==> src/rtl/bdfr_pkg.sv <==
package bdfr_pkg;

    localparam int BINARY_BYTES = 4;
    localparam int BIN_CNT_W    = $clog2(BINARY_BYTES + 1);

    localparam logic [7:0] START_SYMBOL_RESET = 8'h24;
    localparam logic [7:0] CH_CR              = 8'h0D;
    localparam logic [7:0] CH_LF              = 8'h0A;

    localparam int HELD_DEPTH = 3;
    localparam int HELD_CNT_W = 2;

    localparam int TEXT_LEN_W = 16;
    localparam int WORD_W     = 32;
    localparam int TDATA_W    = 56;

    localparam int PADDR_W = 3;
    localparam logic [PADDR_W-3:0] REG_START_SYMBOL = '0;

    typedef enum logic [1:0] {
        KIND_TEXT   = 2'd0,
        KIND_END    = 2'd1,
        KIND_BINARY = 2'd2
    } kind_t;

    typedef struct packed {
        logic                  valid;
        kind_t                 kind;
        logic [7:0]            text_byte;
        logic [TEXT_LEN_W-1:0] text_length;
        logic [WORD_W-1:0]     binary_word;
    } result_t;

endpackage

==> src/rtl/bdfr_core.sv <==
module bdfr_core (
    input  logic              aclk,
    input  logic              aresetn,
    input  logic              accept,
    input  logic [7:0]        data_byte,
    input  logic [7:0]        start_symbol,
    output bdfr_pkg::result_t result
);

    logic                                bin_active_reg, bin_active_next;
    logic [bdfr_pkg::BIN_CNT_W-1:0]      bin_count_reg, bin_count_next;
    logic [bdfr_pkg::WORD_W-9:0]         bin_bytes_reg, bin_bytes_next;
    logic [7:0]                          held_reg [bdfr_pkg::HELD_DEPTH];
    logic [7:0]                          held_next [bdfr_pkg::HELD_DEPTH];
    logic [bdfr_pkg::HELD_CNT_W-1:0]     held_count_reg, held_count_next;
    logic [bdfr_pkg::TEXT_LEN_W-1:0]     text_count_reg, text_count_next;
    logic [bdfr_pkg::BIN_CNT_W-1:0]      bin_count_inc;
    logic                                terminator;

    assign bin_count_inc = bin_count_reg + 1'b1;
    assign terminator = (held_reg[0] == bdfr_pkg::CH_CR) && (held_reg[1] == bdfr_pkg::CH_LF)
                     && (held_reg[2] == bdfr_pkg::CH_CR) && (data_byte == bdfr_pkg::CH_LF);

    always_comb begin
        bin_active_next = bin_active_reg;
        bin_count_next  = bin_count_reg;
        bin_bytes_next  = bin_bytes_reg;
        held_next       = held_reg;
        held_count_next = held_count_reg;
        text_count_next = text_count_reg;
        result          = '0;
        result.kind     = bdfr_pkg::KIND_TEXT;

        if (accept) begin
            if (data_byte == start_symbol) begin
                bin_active_next = 1'b1;
                bin_count_next  = '0;
                bin_bytes_next  = '0;
            end else if (bin_active_reg) begin
                if (bin_count_inc >= bdfr_pkg::BIN_CNT_W'(bdfr_pkg::BINARY_BYTES)) begin
                    result.valid       = 1'b1;
                    result.kind        = bdfr_pkg::KIND_BINARY;
                    result.binary_word = {bin_bytes_reg, data_byte};
                    bin_active_next    = 1'b0;
                    bin_count_next     = '0;
                    bin_bytes_next     = '0;
                end else begin
                    bin_count_next = bin_count_inc;
                    bin_bytes_next = {bin_bytes_reg[bdfr_pkg::WORD_W-17:0], data_byte};
                end
            end else if (held_count_reg < bdfr_pkg::HELD_CNT_W'(bdfr_pkg::HELD_DEPTH)) begin
                held_next[held_count_reg] = data_byte;
                held_count_next           = held_count_reg + 1'b1;
            end else if (terminator) begin
                result.valid       = 1'b1;
                result.kind        = bdfr_pkg::KIND_END;
                result.text_length = text_count_reg;
                held_count_next    = '0;
                text_count_next    = '0;
            end else begin
                result.valid     = 1'b1;
                result.kind      = bdfr_pkg::KIND_TEXT;
                result.text_byte = held_reg[0];
                held_next[0]     = held_reg[1];
                held_next[1]     = held_reg[2];
                held_next[2]     = data_byte;
                if (text_count_reg != '1) begin
                    text_count_next = text_count_reg + 1'b1;
                end
            end
        end
    end

    always_ff @(posedge aclk) begin
        held_reg <= held_next;
        if (!aresetn) begin
            bin_active_reg <= 1'b0;
            bin_count_reg  <= '0;
            bin_bytes_reg  <= '0;
            held_count_reg <= '0;
            text_count_reg <= '0;
        end else begin
            bin_active_reg <= bin_active_next;
            bin_count_reg  <= bin_count_next;
            bin_bytes_reg  <= bin_bytes_next;
            held_count_reg <= held_count_next;
            text_count_reg <= text_count_next;
        end
    end

endmodule

==> src/rtl/bdfr_out_reg.sv <==
module bdfr_out_reg (
    input  logic                             aclk,
    input  logic                             aresetn,
    input  bdfr_pkg::result_t                result,
    output logic                             in_ready,
    output logic                             m_tvalid,
    input  logic                             m_tready,
    output logic [bdfr_pkg::TDATA_W-1:0]     m_tdata,
    output logic [1:0]                       m_tuser
);

    logic                          valid_reg, valid_next;
    bdfr_pkg::result_t             data_reg, data_next;

    assign in_ready = !valid_reg || m_tready;

    always_comb begin
        valid_next = valid_reg;
        data_next  = data_reg;
        if (in_ready) begin
            valid_next = result.valid;
            data_next  = result;
        end
    end

    always_ff @(posedge aclk) begin
        data_reg <= data_next;
        if (!aresetn) begin
            valid_reg <= 1'b0;
        end else begin
            valid_reg <= valid_next;
        end
    end

    assign m_tvalid = valid_reg;
    assign m_tdata  = {data_reg.binary_word, data_reg.text_length, data_reg.text_byte};
    assign m_tuser  = data_reg.kind;

endmodule

==> src/rtl/binary_and_text_packet_deframer.sv <==
// Channel  Dir  Signals                         Contents
// s_       in   s_tvalid s_tready s_tdata[7:0]  data_byte
// m_       out  m_tvalid m_tready m_tdata[55:0] text_byte, text_length, binary_word
//                           m_tuser[1:0]        kind
// apb      in   psel penable pwrite paddr[2:0]  start_symbol at address 0
//
// One item per cycle while s_tready is high; a result appears on m_ in the cycle after its item is taken.
// The single output register sets latency; s_tready drops only while a result waits.
// Reset (aresetn low, synchronous) clears packet state; start_symbol returns to 0x24.
// Held text bytes are not cleared by reset.
module binary_and_text_packet_deframer (
    input  logic                         aclk,
    input  logic                         aresetn,
    input  logic                         s_tvalid,
    output logic                         s_tready,
    input  logic [7:0]                   s_tdata,   // [7:0] data_byte
    output logic                         m_tvalid,
    input  logic                         m_tready,
    output logic [bdfr_pkg::TDATA_W-1:0] m_tdata,   // [7:0] text_byte, [23:8] text_length,
                                                    // [55:24] binary_word
    output logic [1:0]                   m_tuser,   // [1:0] kind
    input  logic                         psel,
    input  logic                         penable,
    input  logic                         pwrite,
    input  logic [bdfr_pkg::PADDR_W-1:0] paddr,
    input  logic [31:0]                  pwdata,
    output logic [31:0]                  prdata,
    output logic                         pready
);

    logic [7:0]        start_symbol_reg;
    logic              sel_start;
    logic              accept;
    bdfr_pkg::result_t result;

    assign pready    = 1'b1;
    assign sel_start = (paddr[bdfr_pkg::PADDR_W-1:2] == bdfr_pkg::REG_START_SYMBOL);
    assign prdata    = sel_start ? {24'd0, start_symbol_reg} : 32'd0;

    always_ff @(posedge aclk) begin
        if (!aresetn) begin
            start_symbol_reg <= bdfr_pkg::START_SYMBOL_RESET;
        end else if (psel && penable && pwrite && pready && sel_start) begin
            start_symbol_reg <= pwdata[7:0];
        end
    end

    assign accept = s_tvalid && s_tready;

    bdfr_core u_core (
        .aclk         (aclk),
        .aresetn      (aresetn),
        .accept       (accept),
        .data_byte    (s_tdata),
        .start_symbol (start_symbol_reg),
        .result       (result)
    );

    bdfr_out_reg u_out (
        .aclk     (aclk),
        .aresetn  (aresetn),
        .result   (result),
        .in_ready (s_tready),
        .m_tvalid (m_tvalid),
        .m_tready (m_tready),
        .m_tdata  (m_tdata),
        .m_tuser  (m_tuser)
    );

endmodule

==> config.mk <==
export PLATFORM = sky130hd
export DESIGN_NAME = binary_and_text_packet_deframer
export DESIGN_NICKNAME = d
export VERILOG_FILES = /design/src/rtl/bdfr_pkg.sv /design/src/rtl/bdfr_core.sv /design/src/rtl/bdfr_out_reg.sv /design/src/rtl/binary_and_text_packet_deframer.sv
export SDC_FILE = /design/constraint.sdc
export NUM_CORES = 1
export LEC_CHECK = 0
export ABC_CLOCK_PERIOD_IN_PS = 6300
export BUFFER_PORTS_ARGS = -buffer_cell sky130_fd_sc_hd__buf_2
export CAP_MARGIN = 20
export CORE_AREA = 2 2 115 117
export DETAILED_ROUTE_END_ITERATION = 12
export DIE_AREA = 0 0 117 119
export PLACE_DENSITY_LB_ADDON = 0.08
export SYNTH_ARGS = -nofsm -noshare
export SYNTH_HDL_FRONTEND = slang
export SYNTH_SLANG_ARGS = --single-unit
==> constraint.sdc <==
create_clock -name aclk -period 6.3 [get_ports aclk]
set_clock_uncertainty 0.2 [all_clocks]
set_input_delay 1.26 -clock aclk [delete_from_list [all_inputs] [get_ports aclk]]
set_output_delay 1.26 -clock aclk [all_outputs]
set_load 0.02 [all_outputs]
==> metrics.md, run 1 <==
| Metric | Value |
|---|---|
| Mux share of post-synthesis cell area | `0.001624` |
| Total track usage | `0.1945` |
| Worst min path class | `register to register` |
| DIE HEIGHT | `around 120 um` |
| Residual DRC count | `0` |
| Remaining antenna violation count | `0` |
| Pre-Repair DR Iteration Count | `7` |
| Post-synthesis cell area | `6162 um2` |
| CTS H-tree depth | `4` |
| Initial antenna violation count | `0` |
| WS Path Type | `primary input to register` |
| Post-Route WL | `roughly 13,000 um` |
| Peak VDD IR | `around 140 uV` |
| Largest net degree at the start of global routing | `45` |
| Post-synth ARST share | `0` |
| Data arrival, critical path | `between 3000 and 4000 ps` |
| Post-Synth Simple-Gate Area | `0.1882` |
| DRT iter0 DRCs | `between 200 and 250` |
| Number of global-route vias before repair | `4,095` |
| CTS hold repair buffers | `0` |
| Post-cts sizing count | `0` |
| Final Hold Viols | `0` |
| I/O Buffers | `slightly above 90` |
| Initial core utilization | `0.4786` |
| CP Max Fanout | `35` |
| Area of the multi-input gates | `approximately 2300 um2` |
| Via density | `approximately 5.3` |
| Clk buf depth | `2` |
| Setup Fix Bufs, Post-CTS | `0` |
| Synth area leader | `edfxtp_1` |
| Netlist cell types | `59` |
| # Max-Cap Violations | `0` |
| Slew margin rel. | `0.3083` |
| Layout Nets | `roughly 690` |
| CP Launch Type | `primary input` |
| Clock buffer count from CTS | `17` |
| Core Region | `12,870 um2` |
| Layout area overhead | `18.44%` |
| Main synth FF type | `edfxtp_1` |
| Reg area | `about 3600 um2` |
| Final TNS setup | `0 ps` |
| Register area share after synthesis | `0.5783` |
| CTS Sinks | `137` |
| Worst Path Required | `approximately 6400 ps` |
| GRT overflow | `0` |
| Synth Instances | `553` |
| Fmax | `about 270 MHz` |
| Die X | `117 um` |
| First-pass GRT wire length | `20,800 um` |
| CP Capture Type | `register` |
| Most numerous cell in the Yosys netlist | `edfxtp_1` |
| Skew-Pair Late Insertion Delay | `roughly 420 ps` |
| Total power | `between 2 and 2.5 mW` |
| Number of flops mapped to enable cells by yosys | `between 80 and 90` |
| Clock slew at reported path FFs | `around 60 ps` |
| Row count | `42` |
| LEAKAGE | `~3.1 nW` |
| Crit share post-route | `0.5838` |
| Layout cells sized above 1 | `0.2623` |
| Post-synth top cells | `82 x edfxtp_1, 60 x nand2_1, 55 x dfxtp_1, 39 x a21oi_1, 39 x and2_1` |
| FF+latch count, synth | `~140` |
| Share of the synthesized area in the top cell type | `0.3996` |
| Minimum clock period | `3678 ps` |
| RD Place Congestion | `roughly 0.83` |
| Worst slew pin tran | `just over 1000 ps` |
| Status | `finished, final reports clean` |
| Post-Synth XOR/XNOR Area | `0.01279` |
| Final-layout fill cell count | `around 1,100` |
| CTS Root Cell | `clkbuf_16` |
| PD cells | `288.0 nW/um2` |
| Post-Synth Adder-Cell Area | `0.01218` |
| Largest family of logic cells by synthesized area | `simple AND/OR/NAND/NOR gates` |
| Via count | `4,401` |
| Post-layout util | `0.5669` |
| Max reg flops | `56` |
| # IOs | `between 100 and 150` |
| DIE AREA | `between 10,000 and 15,000 um2` |
| Compound-Gate Fraction of Synth Area | `0.1468` |
| Unrepaired setup endpoints after global routing | `no` |
| Routed len/inst | `~16 um` |
| Post-DP HPWL | `roughly 8300 um` |
| CTS tree | `built` |
| Synth area leaders | `edfxtp_1 40%, dfxtp_1 18%, and2_1 4.0%, nand2_1 3.7%, a31o_2 3.6%` |
| Final setup vio count | `0` |
| Mean Syn Cell Area | `11.14 um2` |
| Pins Over Slew Limit | `0` |
| Syn. warnings | `0` |
| Antenna cells | `0` |
-- routing by layer --
metal	track usage	part of all wire	vias up
li1	-	-	2161
met1	0.2602	0.46	2079
met2	0.3024	0.47	145
met3	0.06107	0.059	16
met4	0.05956	0.012	0
met5	0	0	-
-- per-stage QoR --
stage	setup WS, ps	instances	cell area, um2	hold slack, ps
after detailed placement	2128	791	6661	254.1
after floorplan	901.1	576	6248	235.1
final	2622	824	7298	263.2
after global placement	2227	791	6661	245.7
after global routing	2367	824	7298	280.1
after CTS	2593	823	7273	264.6
-- critical path: stages --
cell and delay [ps]:
buf_2 70, nand2b_2 470, and2_0 200, buf_4 320, o2111a_1 920, o21ai_0 220
a32o_1 310
-- cell usage in the layout, fill, tap and decap left out, types with 5 or more instances in the layout --
cell type	instances
dfxtp_1	55
a22o_1	16
buf_4	9
clkbuf_16	18
nor3_1	7
conb_1	25
and3_1	26
ha_1	6
buf_2	91
nor2b_1	20
edfxtp_1	82
nor2_1	12
inv_1	5
a21oi_1	39
nand3_1	11
o21ai_0	5
o211ai_1	5
xnor2_1	8
and2_1	39
nand2_1	60
nor4_1	5
a31o_2	25
a31oi_1	6
-- final timing paths --
check,to,depth (start not counted),slack [ps],start
worst max-delay path,u_core.text_count_reg[15],7,2620,m_tready
worst min-delay path,u_core.bin_count_reg[2],2,260,u_core.bin_count_reg[2]
worst max register to register,u_core.text_count_reg[15],6,3280,u_out.m_tvalid
worst min register to register,u_core.bin_count_reg[2],2,260,u_core.bin_count_reg[2]
-- logic make-up (layout without fill, tap and decap cells) --
group                      count (synthesis)  after routing
other                                      2             25
buffers and inverters                     67            139
muxes                                      1              1
xor gates and xnor gates                   9              9
adders and majority gates                  6              6
AOI/OAI and AO/OA                        122            122
DFF                                      137            137
and+or+nand+nor                          209            209
-- final cells by class --
type,count,share of cell area
Sequential cell,137,0.4883
Clock buffer,19,0.06069
Inverter,6,0.003086
Clock inverter,13,0.02314
Timing Repair Buffer,101,0.07509
Tap cell,176,0.03017
Multi-Input combinational cell,372,0.3196
-- power breakdown --
group	internal (mW)	switching (mW)	total [mW]	leakage [nW]
Combinational	0.0350	0.0721	0.107	1.45
Sequential	0.964	0.00967	0.974	1.38
Clock	0.636	0.385	1.02	0.287
Note: power is estimated with default switching activity, not from simulation.
==> run 2, diff against run 1 <==
Settings changed: ABC_CLOCK_PERIOD_IN_PS 6300 to 3200, CORE_AREA 2 2 115 117 to 2 2 116 118, DIE_AREA 0 0 117 119 to 0 0 118 120.
Clock period 6.3 ns to 3.2 ns, I/O delays scaled along.
==> metrics.md, run 2 (same netlist as run 1, synthesis figures left out) <==
| Metric | Value |
|---|---|
| Post-Route WL | `13,060 um (+0.60%)` |
| Clock buffer count from CTS | `17 (unchanged)` |
| Fin area | `7292 um2 (about the same)` |
| Largest net degree at the start of global routing | `44 (-2.2%)` |
| LEAKAGE | `3.137 nW (+0.75%)` |
| Final TNS setup | `0 ps (unchanged)` |
| First-pass GRT wire length | `20,590 um (-1.0%)` |
| Layout area overhead | `18.33% (about the same)` |
| CTS Sinks | `137 (unchanged)` |
| Max reg flops | `56 (unchanged)` |
| CP most frequent cell | `buf_2` |
| Layout Nets | `697 (+0.87%)` |
| Core Region | `12,980 um2 (+0.82%)` |
| I/O Buffers | `91 (unchanged)` |
| # IOs | `143 (unchanged)` |
| Routed len/inst | `15.71 um (-0.25%)` |
| Fmax | `roughly 420 MHz` |
| Clk buf depth | `2 (unchanged)` |
| Residual DRC count | `0 (unchanged)` |
| WS Path Type | `primary input to output port` |
| CTS tree | `built` |
| Worst Path Required | `2360 ps (-4050 ps)` |
| Skew-Pair Late Insertion Delay | `410 ps (about the same)` |
| Number of global-route vias before repair | `4,031 (-1.6%)` |
| CP Max Fanout | `38 (+8.6%)` |
| Via count | `4,453 (+1.2%)` |
| DRT iter0 DRCs | `357 (+45%)` |
| # Max-Cap Violations | `0 (unchanged)` |
| Worst min path class | `primary input to register` |
| Setup Fix Bufs, Post-CTS | `0 (unchanged)` |
| Die X | `118 um (+0.85%)` |
| Commonest cells after routing, fill and taps aside | `91 x buf_2, 82 x edfxtp_1, 60 x nand2_1` |
| DIE AREA | `14,160 um2 (+1.7%)` |
| Crit share post-route | `0.7525` |
| PD cells | `536.5 nW/um2 (+86%)` |
| Pre-Repair DR Iteration Count | `4 (-3)` |
| CP Capture Type | `output port` |
| Layout cells sized above 1 | `0.2630 (+0.0006513)` |
| Final Hold Viols | `0 (unchanged)` |
| Final setup vio count | `0 (unchanged)` |
| Most common cell after layout, fill and taps aside | `buf_2` |
| Slew margin rel. | `0.5632 (+0.2548)` |
| Status | `finished, final reports clean` |
| Minimum clock period | `2408 ps` |
| Peak VDD IR | `275.5 uV (+100%)` |
| CP max-delay cell | `buf_4` |
| Data arrival, critical path | `1570 ps (-2220 ps)` |
| Clock slew at reported path FFs | `50 ps (about the same)` |
| Unrepaired setup endpoints after global routing | `no` |
| CP Launch Type | `primary input` |
| CP peak stage delay | `450 ps (-470 ps)` |
| Critical path, cell by cell | `buf_2, nand2b_4, buf_4, buf_2` |
| GRT overflow | `0 (unchanged)` |
| Post-cts sizing count | `0 (unchanged)` |
| Cell Area, Placed | `6716 um2 (+0.83%)` |
| Worst slew pin tran | `655.2 ps (-382.3 ps)` |
| Final-layout fill cell count | `1,166 (+5.4%)` |
| Remaining antenna violation count | `0 (unchanged)` |
| Initial antenna violation count | `1 (+1)` |
| CTS H-tree depth | `4 (unchanged)` |
| Total track usage | `0.1871 (-0.007408)` |
| Via density | `5.359 (+0.33%)` |
| CTS Root Cell | `clkbuf_16` |
| Initial core utilization | `0.4747 (-0.003875)` |
| Row count | `42 (unchanged)` |
| CTS hold repair buffers | `0 (unchanged)` |
| Total power | `3.912 mW (+86%)` |
| RD Place Congestion | `0.8598 (+3.3%)` |
| Pins Over Slew Limit | `0 (unchanged)` |
| Buf/Inv on CP | `3 (+1)` |
| WHS | `241.4 ps (-21.79 ps)` |
| Post-DP HPWL | `8552 um (+2.7%)` |
| Post-layout util | `0.5618 (-0.005072)` |
| DIE HEIGHT | `120 um (+0.84%)` |
| Crit path max-delay family | `buffers and inverters` |
==> run 2: cell types whose count changed in the layout (fill, tap and decap cells not counted), moves of 2 or more <==
cell / previous run / this run
clkinvlp_4: 4 / 0
clkinv_2: 1 / 5
clkbuf_1: 1 / 4
inv_6: 3 / 0
buf_4: 9 / 15
clkinv_1: 0 / 2
bufinv_16: 3 / 0
==> run 2: per-layer routing <==
metal | wire, um | vias to the layer above | share of wire | global-route usage
met5 | 0 | - | 0 | 0
met4 | 240 | 0 | 0.018 | 0.07756
met3 | 807 | 22 | 0.062 | 0.05323
met2 | 6100 | 165 | 0.47 | 0.2947
met1 | 5911 | 2085 | 0.45 | 0.2432
li1 | - | 2181 | - | -
==> run 2: path summary, 6_finish.rpt <==
path	start	endpoint	slack (ps)	depth (start not counted)
worst max-delay path	m_tready	s_tready	790	4
worst min-delay path	pwdata[2]	start_symbol_reg[2]	240	3
worst max register to register	u_core.held_count_reg[1]	u_core.text_count_reg[3]	810	4
worst min register to register	u_core.bin_count_reg[2]	u_core.bin_count_reg[2]	260	2
==> run 2: worst min-delay path, stage by stage <==
cell and delay [ps]:
buf_2 80, nand2_1 40, nand3_1 60
==> run 2: cell type report <==
class	count	area, um2	share of cell area
Antenna cell	1	2.502	0.0003432
Clock buffer	24	504.2	0.06915
Clock inverter	8	41.29	0.005662
Inverter	6	22.52	0.003089
Multi-Input combinational cell	372	2342	0.3212
Sequential cell	137	3563	0.4887
Tap cell	176	220.2	0.03020
Timing Repair Buffer	107	595.6	0.08167
==> run 2: through the flow <==
stage | std cells | worst slack, ps
finish | 831 | 791.9
global route | 830 | 647.3
CTS | 829 | 468.4
detailed placement | 797 | 272.8
global placement | 797 | 308.4
floorplan | 576 | 64.51
==> run 2: where the power goes <==
group	switching (mW)	leakage, nW	total (mW)	internal (mW)
logic	0.145	1.48	0.216	0.0716
registers	0.0186	1.38	1.92	1.90
clock network	0.687	0.273	1.78	1.09
total	0.850	3.14	3.91	3.06
==> run 3, diff against run 2 <==
Settings changed: ABC_AREA from default to 1, ABC_CLOCK_PERIOD_IN_PS 3200 to 2500, CORE_AREA 2 2 116 118 to 2 2 117 119, DIE_AREA 0 0 118 120 to 0 0 119 121.
Clock period 3.2 ns to 2.5 ns, I/O delays scaled along.
==> metrics.md, run 3 <==
| Metric | Value |
|---|---|
| Worst Setup Slack post-DPL | `144.3 ps (-128.5 ps)` |
| Layout area overhead | `20.21%` |
| Largest net degree at the start of global routing | `61 (+39%)` |
| LEAKAGE | `3.448 nW (+9.9%)` |
| Layout Nets | `930 (+33%)` |
| Netlist cell types | `32 (-46%)` |
| Hold path startpoint | `pwdata[2]` |
| DR top layer | `met4` |
| CP Capture Type | `register` |
| RD Place Congestion | `0.8578 (-0.23%)` |
| Setup crit start | `u_core.text_count_reg[0]` |
| Unrepaired setup endpoints after global routing | `no` |
| Row count | `42 (unchanged)` |
| Core Region | `13,090 um2 (+0.81%)` |
| PD cells | `718.3 nW/um2 (+34%)` |
| Crit share post-route | `0.8637` |
| Final WS setup | `340.7 ps (-451.3 ps)` |
| Met2 wire len | `6191 um (+1.5%)` |
| CP Max Fanout | `19 (-50%)` |
| Reg-to-reg startpoint | `u_core.text_count_reg[0]` |
| Final-layout fill cell count | `1,183 (+1.5%)` |
| Post-synthesis cell area | `6432 um2 (+4.4%)` |
| Total power | `5.554 mW (+42%)` |
| Syn. warnings | `0 (unchanged)` |
| WS Path Type | `register to register` |
| Total track usage | `0.1951 (+0.008024)` |
| Share of the synthesized area in the top cell type | `0.3828 (-0.01679)` |
| FF+latch count, synth | `137 (unchanged)` |
| Data arrival, critical path | `2300 ps (+730 ps)` |
| Post-cts sizing count | `0 (unchanged)` |
| DRT met1 WL | `6020 um (+1.8%)` |
| Status | `finished, final reports clean` |
| CTS H-tree depth | `4 (unchanged)` |
| Most common cell after layout, fill and taps aside | `nand2_1` |
| Layout cells sized above 1 | `0.2052 (-0.05781)` |
| Synth Instances | `767 (+39%)` |
| Worst r2r path cells | `9 (+5)` |
| Via count | `5,072 (+14%)` |
| Pre-Repair DR Iteration Count | `5 (+1)` |
| Max reg flops | `56 (unchanged)` |
| Setup Fix Bufs, Post-CTS | `0 (unchanged)` |
| Via density | `4.771 (-11%)` |
| # Max-Cap Violations | `0 (unchanged)` |
| Skew-Pair Late Insertion Delay | `420 ps (about the same)` |
| Commonest cells after routing, fill and taps aside | `190 x nand2_1, 143 x nor2_1, 91 x buf_2` |
| CTS Root Cell | `clkbuf_16` |
| Reg area | `3563 um2 (unchanged)` |
| Initial antenna violation count | `0 (-1)` |
| Clock buffer count from CTS | `17 (unchanged)` |
| Hold path depth | `3 (unchanged)` |
| Mean Syn Cell Area | `8.386 um2 (-25%)` |
| DRT iter0 DRCs | `266 (-25%)` |
| Fmax | `463.1 MHz` |
| Number of flops mapped to enable cells by yosys | `82 (unchanged)` |
| Antenna cells | `0 (-1)` |
| Area of the multi-input gates | `2273 um2 (-2.9%)` |
| Post-DP HPWL | `9426 um (+10%)` |
| Post-Route WL | `13,200 um (+1.1%)` |
| GRT overflow | `0 (unchanged)` |
| Post-synth ARST share | `0 (unchanged)` |
| Synth area leaders | `edfxtp_1 38%, dfxtp_1 17%, nand2_1 11%, nor2_1 8.3%, inv_1 5.1%` |
| Number of global-route vias before repair | `4,759 (+18%)` |
| Die X | `119 um (+0.85%)` |
| CTS tree | `built` |
| Register area share after synthesis | `0.5540 (-0.02430)` |
| Post-synth top cells | `191 x nand2_1, 143 x nor2_1, 88 x inv_1, 82 x edfxtp_1, 55 x dfxtp_1` |
| First-pass GRT wire length | `22,220 um (+7.9%)` |
| Final setup vio count | `0 (unchanged)` |
| Initial core utilization | `0.4916 (+0.01684)` |
| # IOs | `143 (unchanged)` |
| Met3 routed WL | `765 um (-5.2%)` |
| CTS hold repair buffers | `0 (unchanged)` |
| Final Hold Viols | `0 (unchanged)` |
| CTS Sinks | `137 (unchanged)` |
| Residual DRC count | `0 (unchanged)` |
| Pins Over Slew Limit | `0 (unchanged)` |
| DIE HEIGHT | `121 um (+0.83%)` |
| Remaining antenna violation count | `0 (unchanged)` |
| CP Launch Type | `register` |
| Synth area leader | `edfxtp_1` |
| Worst Path Required | `2640 ps (+280 ps)` |
| Routed len/inst | `12.42 um (-21%)` |
| Most numerous cell in the Yosys netlist | `nand2_1` |
| Clk buf depth | `2 (unchanged)` |
| Worst min path class | `primary input to register` |
| I/O Buffers | `91 (unchanged)` |
| Clock slew at reported path FFs | `60 ps (about the same)` |
| Peak VDD IR | `408.9 uV (+48%)` |
| Final TNS setup | `0 ps (unchanged)` |
| DIE AREA | `14,400 um2 (+1.7%)` |
| Minimum clock period | `2159 ps` |
| Main synth FF type | `edfxtp_1` |
-- run 3: final timing paths --
kind	slack (ps)	end
hold / removal	100	start_symbol_reg[2]
setup / recovery	340	u_core.text_count_reg[0]
hold reg to reg	260	u_core.bin_bytes_reg[21]
setup reg to reg	340	u_core.text_count_reg[0]
-- run 3: kinds of logic after synthesis --
logic type / Yosys count / synth area share
simple gates: 381 / 0.2428
buf+inv: 148 / 0.1085
xor+xnor: 9 / 0.01226
compound gates: 84 / 0.06964
fa+ha+maj: 6 / 0.01167
other cells: 2 / 0.001168
flops: 137 / 0.5540
-- run 3: power breakdown --
| group | switching, mW | total [mW] | internal [mW] |
|---|---|---|---|
| combinational | 0.216 | 0.306 | 0.0900 |
| sequential | 0.0271 | 2.46 | 2.44 |
| clock | 0.919 | 2.78 | 1.86 |
-- run 3: critical path: stages, from the launching register on --
cell and delay [ps]:
dfxtp_1 410, ha_1 230, nand2_1 80, nor2_2 180, nand3_1 150, nor2_1 240, nand2_2 130, nand3_4 230
nand2_1 80, a21oi_1 150
-- run 3: stage by stage --
step / instance area [um2] / std cells / hold WS (ps) / util
6_report: 7732 / 1063 / 99.52 / 0.5909
2_1_floorplan: 6535 / 790 / 241.3 / -
3_3_place_gp: 7058 / 1031 / 248.8 / 0.5394
4_1_cts: 7732 / 1063 / 84.50 / 0.5909
3_5_place_dp: 7058 / 1031 / 256.5 / 0.5394
5_1_grt: 7732 / 1063 / 106.5 / 0.5909
-- run 3: layout make-up --
cell class                      instances  area share
Sequential cell                       137      0.4608
Clock inverter                         10     0.02039
Timing Repair Buffer                  111     0.07994
Tap cell                              176     0.02848
Multi-Input combinational cell        505      0.2940
Inverter                              102     0.04951
Clock buffer                           22     0.06683
-- run 3: layer usage --
metal	up-vias	GRT usage
met5	-	0
met4	0	0.07292
met3	17	0.04746
met2	146	0.3165
met1	2320	0.2546
li1	2589	-
